<file path="src/rtl/scw_pkg.sv">
// Types and constants shared by the scroll cursor window modules.
package scw_pkg;

    localparam int S_TDATA_W = 136;
    localparam int M_TDATA_W = 104;

    localparam logic KIND_FETCH   = 1'b0;
    localparam logic KIND_RESOLVE = 1'b1;

    localparam logic [2:0] ORIENT_NEXT     = 3'd1;
    localparam logic [2:0] ORIENT_FIRST    = 3'd2;
    localparam logic [2:0] ORIENT_LAST     = 3'd3;
    localparam logic [2:0] ORIENT_PRIOR    = 3'd4;
    localparam logic [2:0] ORIENT_ABSOLUTE = 3'd5;
    localparam logic [2:0] ORIENT_RELATIVE = 3'd6;

    typedef enum logic [1:0] {
        POS_BEFORE = 2'd0,
        POS_ROWSET = 2'd1,
        POS_AFTER  = 2'd2
    } pos_t;

    typedef struct packed {
        pos_t        pos;
        logic [31:0] start;
        logic [31:0] size;
        logic [31:0] prev;
    } cursor_t;

    typedef struct packed {
        logic        kind;
        logic [2:0]  orient;
        logic [31:0] offset;
        logic [31:0] rowset;
        logic [31:0] row;
        logic [31:0] visible;
    } item_t;

    typedef struct packed {
        pos_t        pos;
        logic [32:0] start;
        logic        overlap;
    } target_t;

    typedef struct packed {
        logic [31:0] rows_fetched;
        logic        overlapped_start;
        logic [1:0]  window_position;
        logic [32:0] row_number;
        logic        row_valid;
        logic [31:0] absolute_row;
    } result_t;

endpackage

</file>
<file path="src/rtl/scroll_cursor_window.sv">
// Top level of the scrollable cursor window tracker.
//
// One command beat enters on the s_ channel and one result beat leaves on
// the m_ channel for every command. s_tuser carries the kind: a fetch moves
// the window by the orientation in s_tdata, a resolve maps a row of the
// current rowset to its absolute row index and leaves the cursor alone.
// total_rows is written through cfg_wr_en and cfg_wr_data; the user must
// write it only while no command is in flight, which the block does not enforce.
// A command taken at one clock edge sits in an input register, is worked
// out against the cursor state, and its result is captured in the result
// register, which drives m_tvalid and m_tdata.
// A command can be taken at every edge while the receiver keeps up, so
// throughput is one per cycle; the cursor state update is worked out
// combinationally between input register and result register.
// When the receiver stalls, the result register holds its beat and the
// input register keeps one more command; s_tready falls once both are full.
// Synchronous reset clears both registers, puts the cursor before the first
// row with an empty window and sets total_rows to zero.
module scroll_cursor_window #(
    parameter int ROW_BITS = 32
) (
    input  logic                          aclk,
    input  logic                          aresetn,
    input  logic                          cfg_wr_en,
    input  logic [31:0]                   cfg_wr_data,
    input  logic                          s_tvalid,
    output logic                          s_tready,
    // orientation, fetch_offset, rowset_size, max_rows, row_in_rowset
    input  logic [scw_pkg::S_TDATA_W-1:0] s_tdata,
    // kind
    input  logic                          s_tuser,
    output logic                          m_tvalid,
    input  logic                          m_tready,
    // rows_fetched, overlapped_start, window_position, row_number,
    // row_valid, absolute_row
    output logic [scw_pkg::M_TDATA_W-1:0] m_tdata
);

    logic [31:0]      total_rows_reg;
    logic             in_valid_reg;
    scw_pkg::item_t   in_item_reg;
    scw_pkg::item_t   in_item_next;
    logic             out_valid_reg;
    scw_pkg::result_t out_res_reg;
    scw_pkg::cursor_t cur_reg;
    scw_pkg::cursor_t cur_next;
    scw_pkg::result_t res_next;
    logic             out_free;
    logic             fire;
    logic             in_take;
    logic [31:0]      max_rows;

    assign out_free = !out_valid_reg || m_tready;
    assign fire     = in_valid_reg && out_free;
    assign s_tready = !in_valid_reg || out_free;
    assign in_take  = s_tvalid && s_tready;
    assign max_rows = s_tdata[98:67];

    always_comb begin
        in_item_next.kind   = s_tuser;
        in_item_next.orient = s_tdata[2:0];
        in_item_next.offset = s_tdata[34:3];
        in_item_next.rowset = s_tdata[66:35];
        in_item_next.row    = s_tdata[130:99];
        if (max_rows == 32'd0 || max_rows > total_rows_reg) begin
            in_item_next.visible = total_rows_reg;
        end else begin
            in_item_next.visible = max_rows;
        end
    end

    scw_step #(
        .ROW_BITS(ROW_BITS)
    ) u_step (
        .cur  (cur_reg),
        .item (in_item_reg),
        .nxt  (cur_next),
        .res  (res_next)
    );

    always_ff @(posedge aclk) begin
        if (!aresetn) begin
            total_rows_reg <= 32'd0;
            in_valid_reg   <= 1'b0;
            out_valid_reg  <= 1'b0;
            cur_reg.pos    <= scw_pkg::POS_BEFORE;
            cur_reg.start  <= 32'd0;
            cur_reg.size   <= 32'd0;
            cur_reg.prev   <= 32'd0;
        end else begin
            if (cfg_wr_en) begin
                total_rows_reg <= cfg_wr_data;
            end
            if (s_tready) begin
                in_valid_reg <= s_tvalid;
            end
            if (out_free) begin
                out_valid_reg <= in_valid_reg;
            end
            if (fire) begin
                cur_reg <= cur_next;
            end
        end
    end

    always_ff @(posedge aclk) begin
        if (in_take) begin
            in_item_reg <= in_item_next;
        end
        if (fire) begin
            out_res_reg <= res_next;
        end
    end

    assign m_tvalid = out_valid_reg;
    assign m_tdata  = {3'b000,
                       out_res_reg.absolute_row,
                       out_res_reg.row_valid,
                       out_res_reg.row_number,
                       out_res_reg.window_position,
                       out_res_reg.overlapped_start,
                       out_res_reg.rows_fetched};

`ifndef ASSERT_OFF
    a_boundary_empty: assert property (@(posedge aclk) disable iff (!aresetn)
        cur_reg.pos != scw_pkg::POS_ROWSET |-> cur_reg.start == 32'd0 && cur_reg.size == 32'd0)
        else $error("cursor off a rowset keeps a window");

    a_rowset_size: assert property (@(posedge aclk) disable iff (!aresetn)
        cur_reg.pos == scw_pkg::POS_ROWSET |-> cur_reg.size != 32'd0 &&
        cur_reg.size <= cur_reg.prev)
        else $error("rowset window size out of range");

    a_input_hold: assert property (@(posedge aclk) disable iff (!aresetn)
        in_valid_reg && !fire |=> in_valid_reg && $stable(in_item_reg))
        else $error("held command lost or changed");

    a_resolve_keeps: assert property (@(posedge aclk) disable iff (!aresetn)
        fire && in_item_reg.kind == scw_pkg::KIND_RESOLVE |=> $stable(cur_reg))
        else $error("resolve changed the cursor");
`endif

endmodule

</file>
<file path="src/rtl/scw_step.sv">
// Next cursor state and result for one fetch or resolve beat.
module scw_step #(
    parameter int ROW_BITS = 32
) (
    input  scw_pkg::cursor_t cur,
    input  scw_pkg::item_t   item,
    output scw_pkg::cursor_t nxt,
    output scw_pkg::result_t res
);

    localparam logic [32:0] ROW_LIMIT = (ROW_BITS >= 33) ? {33{1'b1}} :
        33'((64'd1 << ROW_BITS) - 64'd1);

    function automatic scw_pkg::target_t mk(scw_pkg::pos_t p);
        scw_pkg::target_t t;
        t.pos     = p;
        t.start   = '0;
        t.overlap = 1'b0;
        return t;
    endfunction

    function automatic scw_pkg::target_t go_forward(logic [32:0] s);
        scw_pkg::target_t t;
        t = mk(scw_pkg::POS_AFTER);
        if (s <= ROW_LIMIT) begin
            t.pos   = scw_pkg::POS_ROWSET;
            t.start = s;
        end
        return t;
    endfunction

    function automatic scw_pkg::target_t go_back(logic [31:0] origin, logic [31:0] span,
                                                 logic may_clamp, logic [31:0] requested);
        scw_pkg::target_t t;
        t = mk(scw_pkg::POS_BEFORE);
        if (span <= origin) begin
            t.pos   = scw_pkg::POS_ROWSET;
            t.start = {1'b0, origin - span};
        end else if (may_clamp && span <= requested) begin
            t.pos     = scw_pkg::POS_ROWSET;
            t.overlap = 1'b1;
        end
        return t;
    endfunction

    logic             off_neg;
    logic             off_pos;
    logic [31:0]      mag;
    logic [32:0]      off_m1;
    logic [31:0]      diff;
    scw_pkg::target_t tgt;
    scw_pkg::target_t abs_tgt;

    always_comb begin
        off_neg = item.offset[31];
        off_pos = !item.offset[31] && (item.offset != 32'd0);
        mag     = 32'd0 - item.offset;
        off_m1  = {2'b00, item.offset[30:0]} - 33'd1;

        if (off_pos) begin
            abs_tgt = go_forward(off_m1);
        end else if (off_neg) begin
            abs_tgt = go_back(item.visible, mag, item.visible != 32'd0, item.rowset);
        end else begin
            abs_tgt = mk(scw_pkg::POS_BEFORE);
        end

        case (item.orient)
            scw_pkg::ORIENT_NEXT: begin
                if (cur.pos == scw_pkg::POS_BEFORE) begin
                    tgt = mk(scw_pkg::POS_ROWSET);
                end else if (cur.pos == scw_pkg::POS_AFTER) begin
                    tgt = mk(scw_pkg::POS_AFTER);
                end else begin
                    tgt = go_forward({1'b0, cur.start} + {1'b0, cur.prev});
                end
            end
            scw_pkg::ORIENT_FIRST: begin
                tgt = mk(scw_pkg::POS_ROWSET);
            end
            scw_pkg::ORIENT_LAST: begin
                if (item.visible == 32'd0) begin
                    tgt = mk(scw_pkg::POS_AFTER);
                end else begin
                    tgt = mk(scw_pkg::POS_ROWSET);
                    if (item.visible > item.rowset) begin
                        tgt.start = {1'b0, item.visible - item.rowset};
                    end
                end
            end
            scw_pkg::ORIENT_PRIOR: begin
                if (cur.pos == scw_pkg::POS_BEFORE) begin
                    tgt = mk(scw_pkg::POS_BEFORE);
                end else if (cur.pos == scw_pkg::POS_AFTER) begin
                    tgt = go_back(item.visible, item.rowset, item.visible != 32'd0,
                                  item.rowset);
                end else begin
                    tgt = go_back(cur.start, item.rowset, cur.start != 32'd0, item.rowset);
                end
            end
            scw_pkg::ORIENT_ABSOLUTE: begin
                tgt = abs_tgt;
            end
            scw_pkg::ORIENT_RELATIVE: begin
                if (cur.pos == scw_pkg::POS_BEFORE) begin
                    tgt = off_pos ? abs_tgt : mk(scw_pkg::POS_BEFORE);
                end else if (cur.pos == scw_pkg::POS_AFTER) begin
                    tgt = off_neg ? abs_tgt : mk(scw_pkg::POS_AFTER);
                end else if (!off_neg) begin
                    tgt = go_forward({1'b0, cur.start} + {1'b0, item.offset});
                end else begin
                    tgt = go_back(cur.start, mag, cur.start != 32'd0, item.rowset);
                end
            end
            default: begin
                tgt = mk((cur.pos == scw_pkg::POS_AFTER) ? scw_pkg::POS_AFTER :
                         scw_pkg::POS_BEFORE);
            end
        endcase

        diff = item.visible - tgt.start[31:0];

        nxt = cur;
        res = '0;
        if (item.kind == scw_pkg::KIND_FETCH) begin
            nxt.start = 32'd0;
            nxt.size  = 32'd0;
            if (item.rowset == 32'd0) begin
                nxt.pos = scw_pkg::POS_BEFORE;
            end else if (tgt.pos != scw_pkg::POS_ROWSET) begin
                nxt.pos = tgt.pos;
            end else if (tgt.start >= {1'b0, item.visible}) begin
                nxt.pos = scw_pkg::POS_AFTER;
            end else begin
                nxt.pos   = scw_pkg::POS_ROWSET;
                nxt.start = tgt.start[31:0];
                nxt.size  = (diff < item.rowset) ? diff : item.rowset;
                nxt.prev  = item.rowset;
                res.rows_fetched     = nxt.size;
                res.overlapped_start = tgt.overlap;
            end
        end else if (cur.pos == scw_pkg::POS_ROWSET && item.row < cur.size) begin
            res.row_valid    = 1'b1;
            res.absolute_row = cur.start + item.row;
        end

        res.window_position = nxt.pos;
        if (nxt.pos == scw_pkg::POS_ROWSET) begin
            res.row_number = {1'b0, nxt.start} + 33'd1;
        end
    end

endmodule

</file>
<file path="config.mk">
export PLATFORM = sky130hd
export DESIGN_NAME = scroll_cursor_window
export DESIGN_NICKNAME = d
export VERILOG_FILES = /design/src/rtl/scw_pkg.sv /design/src/rtl/scroll_cursor_window.sv /design/src/rtl/scw_step.sv
export SDC_FILE = /design/constraint.sdc
export NUM_CORES = 2
export LEC_CHECK = 0
export BUFFER_PORTS_ARGS = -buffer_cell sky130_fd_sc_hd__buf_2
export CORE_MARGIN = 1
export CORE_UTILIZATION = 60
export DETAILED_ROUTE_END_ITERATION = 6
export PLACE_DENSITY = 0.8
export SETUP_SLACK_MARGIN = 0.2
export SLEW_MARGIN = 0
export SYNTH_ARGS = -nofsm -noshare
export SYNTH_HDL_FRONTEND = slang
export SYNTH_SLANG_ARGS = --single-unit
</file>
<file path="constraint.sdc">
create_clock -name aclk -period 23.7 [get_ports aclk]
set_input_delay 4.74 -clock aclk [delete_from_list [all_inputs] [get_ports aclk]]
set_output_delay 4.74 -clock aclk [all_outputs]
set_load 0.005 [all_outputs]
</file>
Word level (Yosys, flattened, before mapping)

Cells that the tools add are included.

Input bits: 174
Output and inout bits: 106
Flip-flop bits (word level): 365

Eq/ne operators: 10
$add $sub $neg: 11
Bitwise gates (word level): 4
Reductions and logical operators: 25
$lt $le $gt $ge: 14
Muxes and demuxes: 48

Operators by type and width:

| kind                    | number |
|---|---|
| $mux W36                | 12 |
| $mux W96                | 3 |
| $mux W32                | 7 |
| $pmux W36 S6            | 1 |
| $le A32 B32 Y1          | 6 |
| $sub A32 B32 Y32        | 5 |
| $mux W35                | 3 |
| $le A33 B32 Y1 const B  | 3 |
| $mux W98                | 1 |
| $logic_not A32 Y1       | 3 |
| $reduce_bool A32 Y1     | 3 |
| $add A32 B32 Y33        | 2 |
| $gt A32 B32 Y1          | 2 |
| $lt A32 B32 Y1          | 2 |
| $add A32 B1 Y33 const B | 1 |
| $ge A33 B32 Y1          | 1 |
| $mux W33                | 1 |
| $add A32 B32 Y32        | 1 |
| $sub A1 B32 Y32 const A | 1 |
| $sub A31 B1 Y32 const B | 1 |
| $mux W2                 | 8 |
| $mux W1                 | 12 |
| $eq A3 B3 Y1 const B    | 3 |
| $logic_and A1 B1 Y1     | 8 |
| 12 further kinds        | 22 |

Depth between registers and ports, before layout

Depth in word-level cells: 19
Depth in mapped cells: 49

Cells and area by module

From an unflattened synthesis, not the netlist that was laid out.

Cell total of the unflattened synthesis: 4152
Area total of the unflattened synthesis: 34865.9 um^2

By module, submodules not included:

| module               | cells an instance | area each (um^2) | instances |
|---|---|---|---|
| scw_step             | 3217              | 21717.1          | 1 |
| scroll_cursor_window | 935               | 13148.9          | 1 |

Worst setup path after synthesis

OpenSTA, ideal clock, no wires.

Path type: input -> output
From: input m_tready
To: output s_tready
Slack: 13.954 ns
Stages on the path: 2
Arrival time: 5.006 ns
Buffers on the path: 0
Path through: nor2b_1 -> nand2_1

Cells in the longest elaborated chain, start to end: 2

RTL lines:

| what               | line                       | source |
|---|---|---|
| start: declaration | scroll_cursor_window.sv:33 | `input logic m_tready,` |
| $logic_or A1 B1 Y1 | scroll_cursor_window.sv:53 | `assign out_free = !out_valid_reg \|\| m_tready;` |
| $logic_or A1 B1 Y1 | scroll_cursor_window.sv:55 | `assign s_tready = !in_valid_reg \|\| out_free;` |
| end: declaration   | scroll_cursor_window.sv:27 | `output logic s_tready,` |

No other way between the ends.

Worst setup path in the final report

From: register in_item_reg[100] in the netlist's numbering
To: register cur_reg[63] in the netlist's numbering

Cells in the longest elaborated chain, start to end: 15

RTL lines:

| what                                               | line                           | source |
|---|---|---|
| start: declaration                                 | scroll_cursor_window.sv:41     | `scw_pkg::item_t in_item_reg;` |
| start signal: assignment                           | scroll_cursor_window.sv:108    | `in_item_reg <= in_item_next;` |
| $sub A1 B32 Y32                                    | scw_step.sv:57                 | `mag = 32'd0 - item.offset;` |
| $sub A32 B32 Y32 or $le A32 B32 Y1 (tied branches) | scw_step.sv:38, scw_step.sv:36 |  |
| $mux W32                                           | scw_step.sv:36                 | `if (span <= origin) begin` |
| $mux W36                                           | scw_step.sv:62                 | `end else if (off_neg) begin` |
| $mux W36                                           | scw_step.sv:60                 | `if (off_pos) begin` |
| $mux W36                                           | scw_step.sv:108                | `tgt = off_neg ? abs_tgt : mk(scw_pkg::POS_AFTER);` |
| $mux W36                                           | scw_step.sv:107                | `end else if (cur.pos == scw_pkg::POS_AFTER) begin` |
| $mux W36                                           | scw_step.sv:105                | `if (cur.pos == scw_pkg::POS_BEFORE) begin` |
| $pmux W36 S6 (*)                                   | scw_step.sv:68                 | `case (item.orient)` |
| $sub A32 B32 Y32                                   | scw_step.sv:121                | `diff = item.visible - tgt.start[31:0];` |
| $lt A32 B32 Y1                                     | scw_step.sv:137                | `nxt.size = (diff < item.rowset) ? diff : item.rowset;` |
| $mux W32                                           | scw_step.sv:137                |  |
| $mux W96                                           | scw_step.sv:132                | `end else if (tgt.start >= {1'b0, item.visible}) begin` |
| $mux W96 (*)                                       | scw_step.sv:130                | `end else if (tgt.pos != scw_pkg::POS_ROWSET) begin` |
| $mux W96 (*)                                       | scw_step.sv:128                | `if (item.rowset == 32'd0) begin` |
| end signal: assignment                             | scroll_cursor_window.sv:101    | `cur_reg <= cur_next;` |
| end: declaration                                   | scroll_cursor_window.sv:45     | `scw_pkg::cursor_t cur_reg;` |

Mark *: on every way between the ends. The rest lies on a longest branch, timed or not.
A chain may end at the register's enable or synchronous reset.

==> qor.txt <==
status: finished clean
PwrDens: 54.4 nW/um2
DR vias/cell: 6.67
combinational family with the most area after synthesis: compound AO/OA/AOI/OAI gates
Clock Tree Root: clkbuf_16
Adder-Cell Fraction of Synth Area: 0.157
unrepaired setup endpoints after global routing: no
GPL Wtd Cong: 1.08
clk_skew: 0.0445 ns
syn avg cell area: 8.40 um2
Lkg Pwr: 16.1 nW
Synth Area in Compound Gates: 0.231
Crit path top cell by count: a21o_1
I/O pins: 280
MaxCap Viol Count: 0
power share of the clock group: 0.317
design area: 37500 um2
largest net degree at the start of global routing: 102
post-CTS setup buffer count: 0
CTS tree: done
Max FO, Critical Path: 71
Synth Area in XOR/XNOR: 0.0670
Crit Reg-Reg Endpoint: cur_reg[63]$_SDFFE_PN0P_
final worst slack: 10.31 ns
switch share: 0.355
area of the mapped netlist: 34000 um2
die area: 57600 um2
average wire per standard cell: 25.7 um
Placed Instance Area: 36100 um2
count of state elements after synthesis: 365
total track usage: 0.441
fin cells: 5059
worst skew pair latency: 0.61 ns
Reg2Reg Setup Slack: 10.31 ns
Detailed Route WL: 130000 um
core area: 55500 um2
simple-gate share of the synthesized area: 0.191
post-synth cell types: 109
PortBufs: 271
clock sink total: 365
Slowest cell on crit path: a21oi_1
H-tree depth: 2
Tightest Pin Transition: 1.22 ns
Buf/Inv on CP: 2
Cell Rows: 86
GR Overflow Total: 0
min-delay worst type: flop to flop
worst vdd ir: 0.0000672 V
Fin. Hold Viols: 0
Max-slew headroom: 0.189
Max Fclk: 74.7 MHz
max FFs per register: 132
commonest non-fill, non-tap cells in the layout: nor2_1, ha_1, a21oi_1
Starting Density: 0.612
placed cells: 4980
combinational group share of total power: 0.308
sequential cell area fraction in the yosys report: 0.284
Place WS: 11.00 ns
number of synthesized flops with an enable pin: 233
Async SR Flop Fraction: 0
antenna viol nets, final: 0
Final Cycle Share: 0.565
vias post-DR: 33800
hold depth: 2
clk buf depth: 3
Die W: 240 um
Hold Buf Count CTS: 0
drt drc: 0
Worst R2R Start: in_item_reg[100]$_DFFE_PP_
NumNets Final: 4868
Pint: 1.31 mW
Setup violations, final: 0
Worst R2R Path Depth: 45
Worst Path Arrival: 13.83 ns
Hold Crit Endpoint: cur_reg[61]$_SDFFE_PN0P_
Die Height: 240 um
sw power: 725 uW
Worst Path Required: 24.14 ns
Final Max Slew Viols: 0
critical path type: flop to flop
yosys warns: 0
vias in the first global route: 31000
CTS Buf Count: 41
post-route minimum period: 13.39 ns
CP endpoint kind: flop
Post-synth top flop: edfxtp_1
area delta synth->final: 10.3%
CTS clk-pin slew, worst paths: 0.06 ns
most common cell after layout, fill and taps aside: nor2_1
CTS resizes: 0
Fin Setup TNS: 0 ns
Flop pwr share: 0.375
first-pass GRT wire length: 189000 um
crit-path max cell delay: 0.73 ns
initial antenna violation count: 9
1st-iter DRT viols: 4404
cells after synthesis: 4043
kind of cell adding the most delay to the critical path: compound AO/OA/AOI/OAI gates
dpl hpwl: 102000 um
HP Start: cur_reg[61]$_SDFFE_PN0P_
Pre-antenna DRT Iters: 7
Worst Setup Start Kind: flop
proportion of layout cells with a drive suffix above 1: 0.112
mux contribution to synthesized area: 0.0240
==> stage by stage <==
step / util / power [mW] / hold slack [ns]
2_1_floorplan: - / 1.18 / 0.432
3_3_place_gp: 0.651 / 1.37 / 0.442
3_5_place_dp: 0.651 / 1.37 / 0.447
4_1_cts: 0.675 / 2.02 / 0.456
5_1_grt: 0.675 / 2.12 / 0.477
6_report: 0.675 / 2.04 / 0.462
==> layout make-up <==
type,instances,area (um2)
repair buffers,315,1690
well taps,748,936
clock inverters,25,258
clock buffers,51,1080
multi-input cells,3272,22800
fillers,4788,18000
flip-flops and latches,365,9640
inverters,280,1060
diodes,3,7.51
==> kinds of logic (layout without fill, tap and decap cells) <==
| group | count (synthesis) | after routing |
|---|---|---|
| XOR/XNOR | 255 | 255 |
| buffers and inverters | 408 | 671 |
| adder cells (fa/ha/maj) | 421 | 421 |
| multiplexers | 77 | 77 |
| flip-flops | 365 | 365 |
| AO/OA/AOI/OAI | 1186 | 1186 |
| AND/OR/NAND/NOR | 1330 | 1330 |
| other | 1 | 6 |
==> worst reg2reg max path: cells and delay by family, from the launching register on <==
kind            cells  cell delay, ns
simple gates       12            3.90
compound gates     26            6.34
flops               1            0.51
buf+inv             2            0.73
xor+xnor            2            0.79
fa+ha+maj           3            0.96
==> cells in the mapped netlist (42+ instances only) <==
library cell,instances,area share
o21a_1,53,0.012
clkbuf_1,100,0.011
dfxtp_1,132,0.078
a22oi_1,61,0.013
nand3_1,97,0.014
xor2_1,101,0.026
a211oi_1,65,0.014
o21ai_0,186,0.027
and3_1,42,0.0077
mux2i_1,42,0.012
o211ai_1,43,0.0095
a21oi_1,351,0.052
nor2b_1,58,0.011
a21o_1,132,0.029
nor4_1,45,0.0083
xnor2_1,151,0.039
nor2_1,414,0.046
nand2_1,321,0.035
edfxtp_1,233,0.21
inv_1,276,0.030
nand4_1,71,0.013
ha_1,411,0.15
nor3_1,90,0.013
nand2b_1,42,0.0077
==> power groups by stage <==
stage	combinational, mW	sequential, mW	clock (mW)
4_1_cts	0.606	0.761	0.649
5_1_grt	0.680	0.765	0.672
2_1_floorplan	0.427	0.752	0
3_3_place_gp	0.593	0.774	0
6_report	0.628	0.765	0.646
3_5_place_dp	0.599	0.774	0
==> how the worst max path moves through the flow <==
stage	depth (start not counted)	slack [ns]	start	end
global placement	45	11.11	in_item_reg[99]$_DFFE_PP_	cur_reg[63]$_SDFFE_PN0P_
detailed placement	45	11.00	in_item_reg[100]$_DFFE_PP_	cur_reg[63]$_SDFFE_PN0P_
finish	45	10.31	in_item_reg[100]$_DFFE_PP_	cur_reg[63]$_SDFFE_PN0P_
CTS	45	10.97	in_item_reg[100]$_DFFE_PP_	cur_reg[63]$_SDFFE_PN0P_
global route	45	9.79	in_item_reg[100]$_DFFE_PP_	cur_reg[63]$_SDFFE_PN0P_
floorplan	2	13.95	m_tready	s_tready
==> metal layers <==
| metal | part of all wire | GRT usage | vias to the layer above |
|---|---|---|---|
| met5 | 0.00058 | 0 | - |
| met4 | 0.073 | 0.273 | 6 |
| met3 | 0.11 | 0.111 | 493 |
| met2 | 0.43 | 0.683 | 2114 |
| met1 | 0.39 | 0.551 | 15700 |
| li1 | - | - | 15400 |
Power figures use the tool's default switching activity.
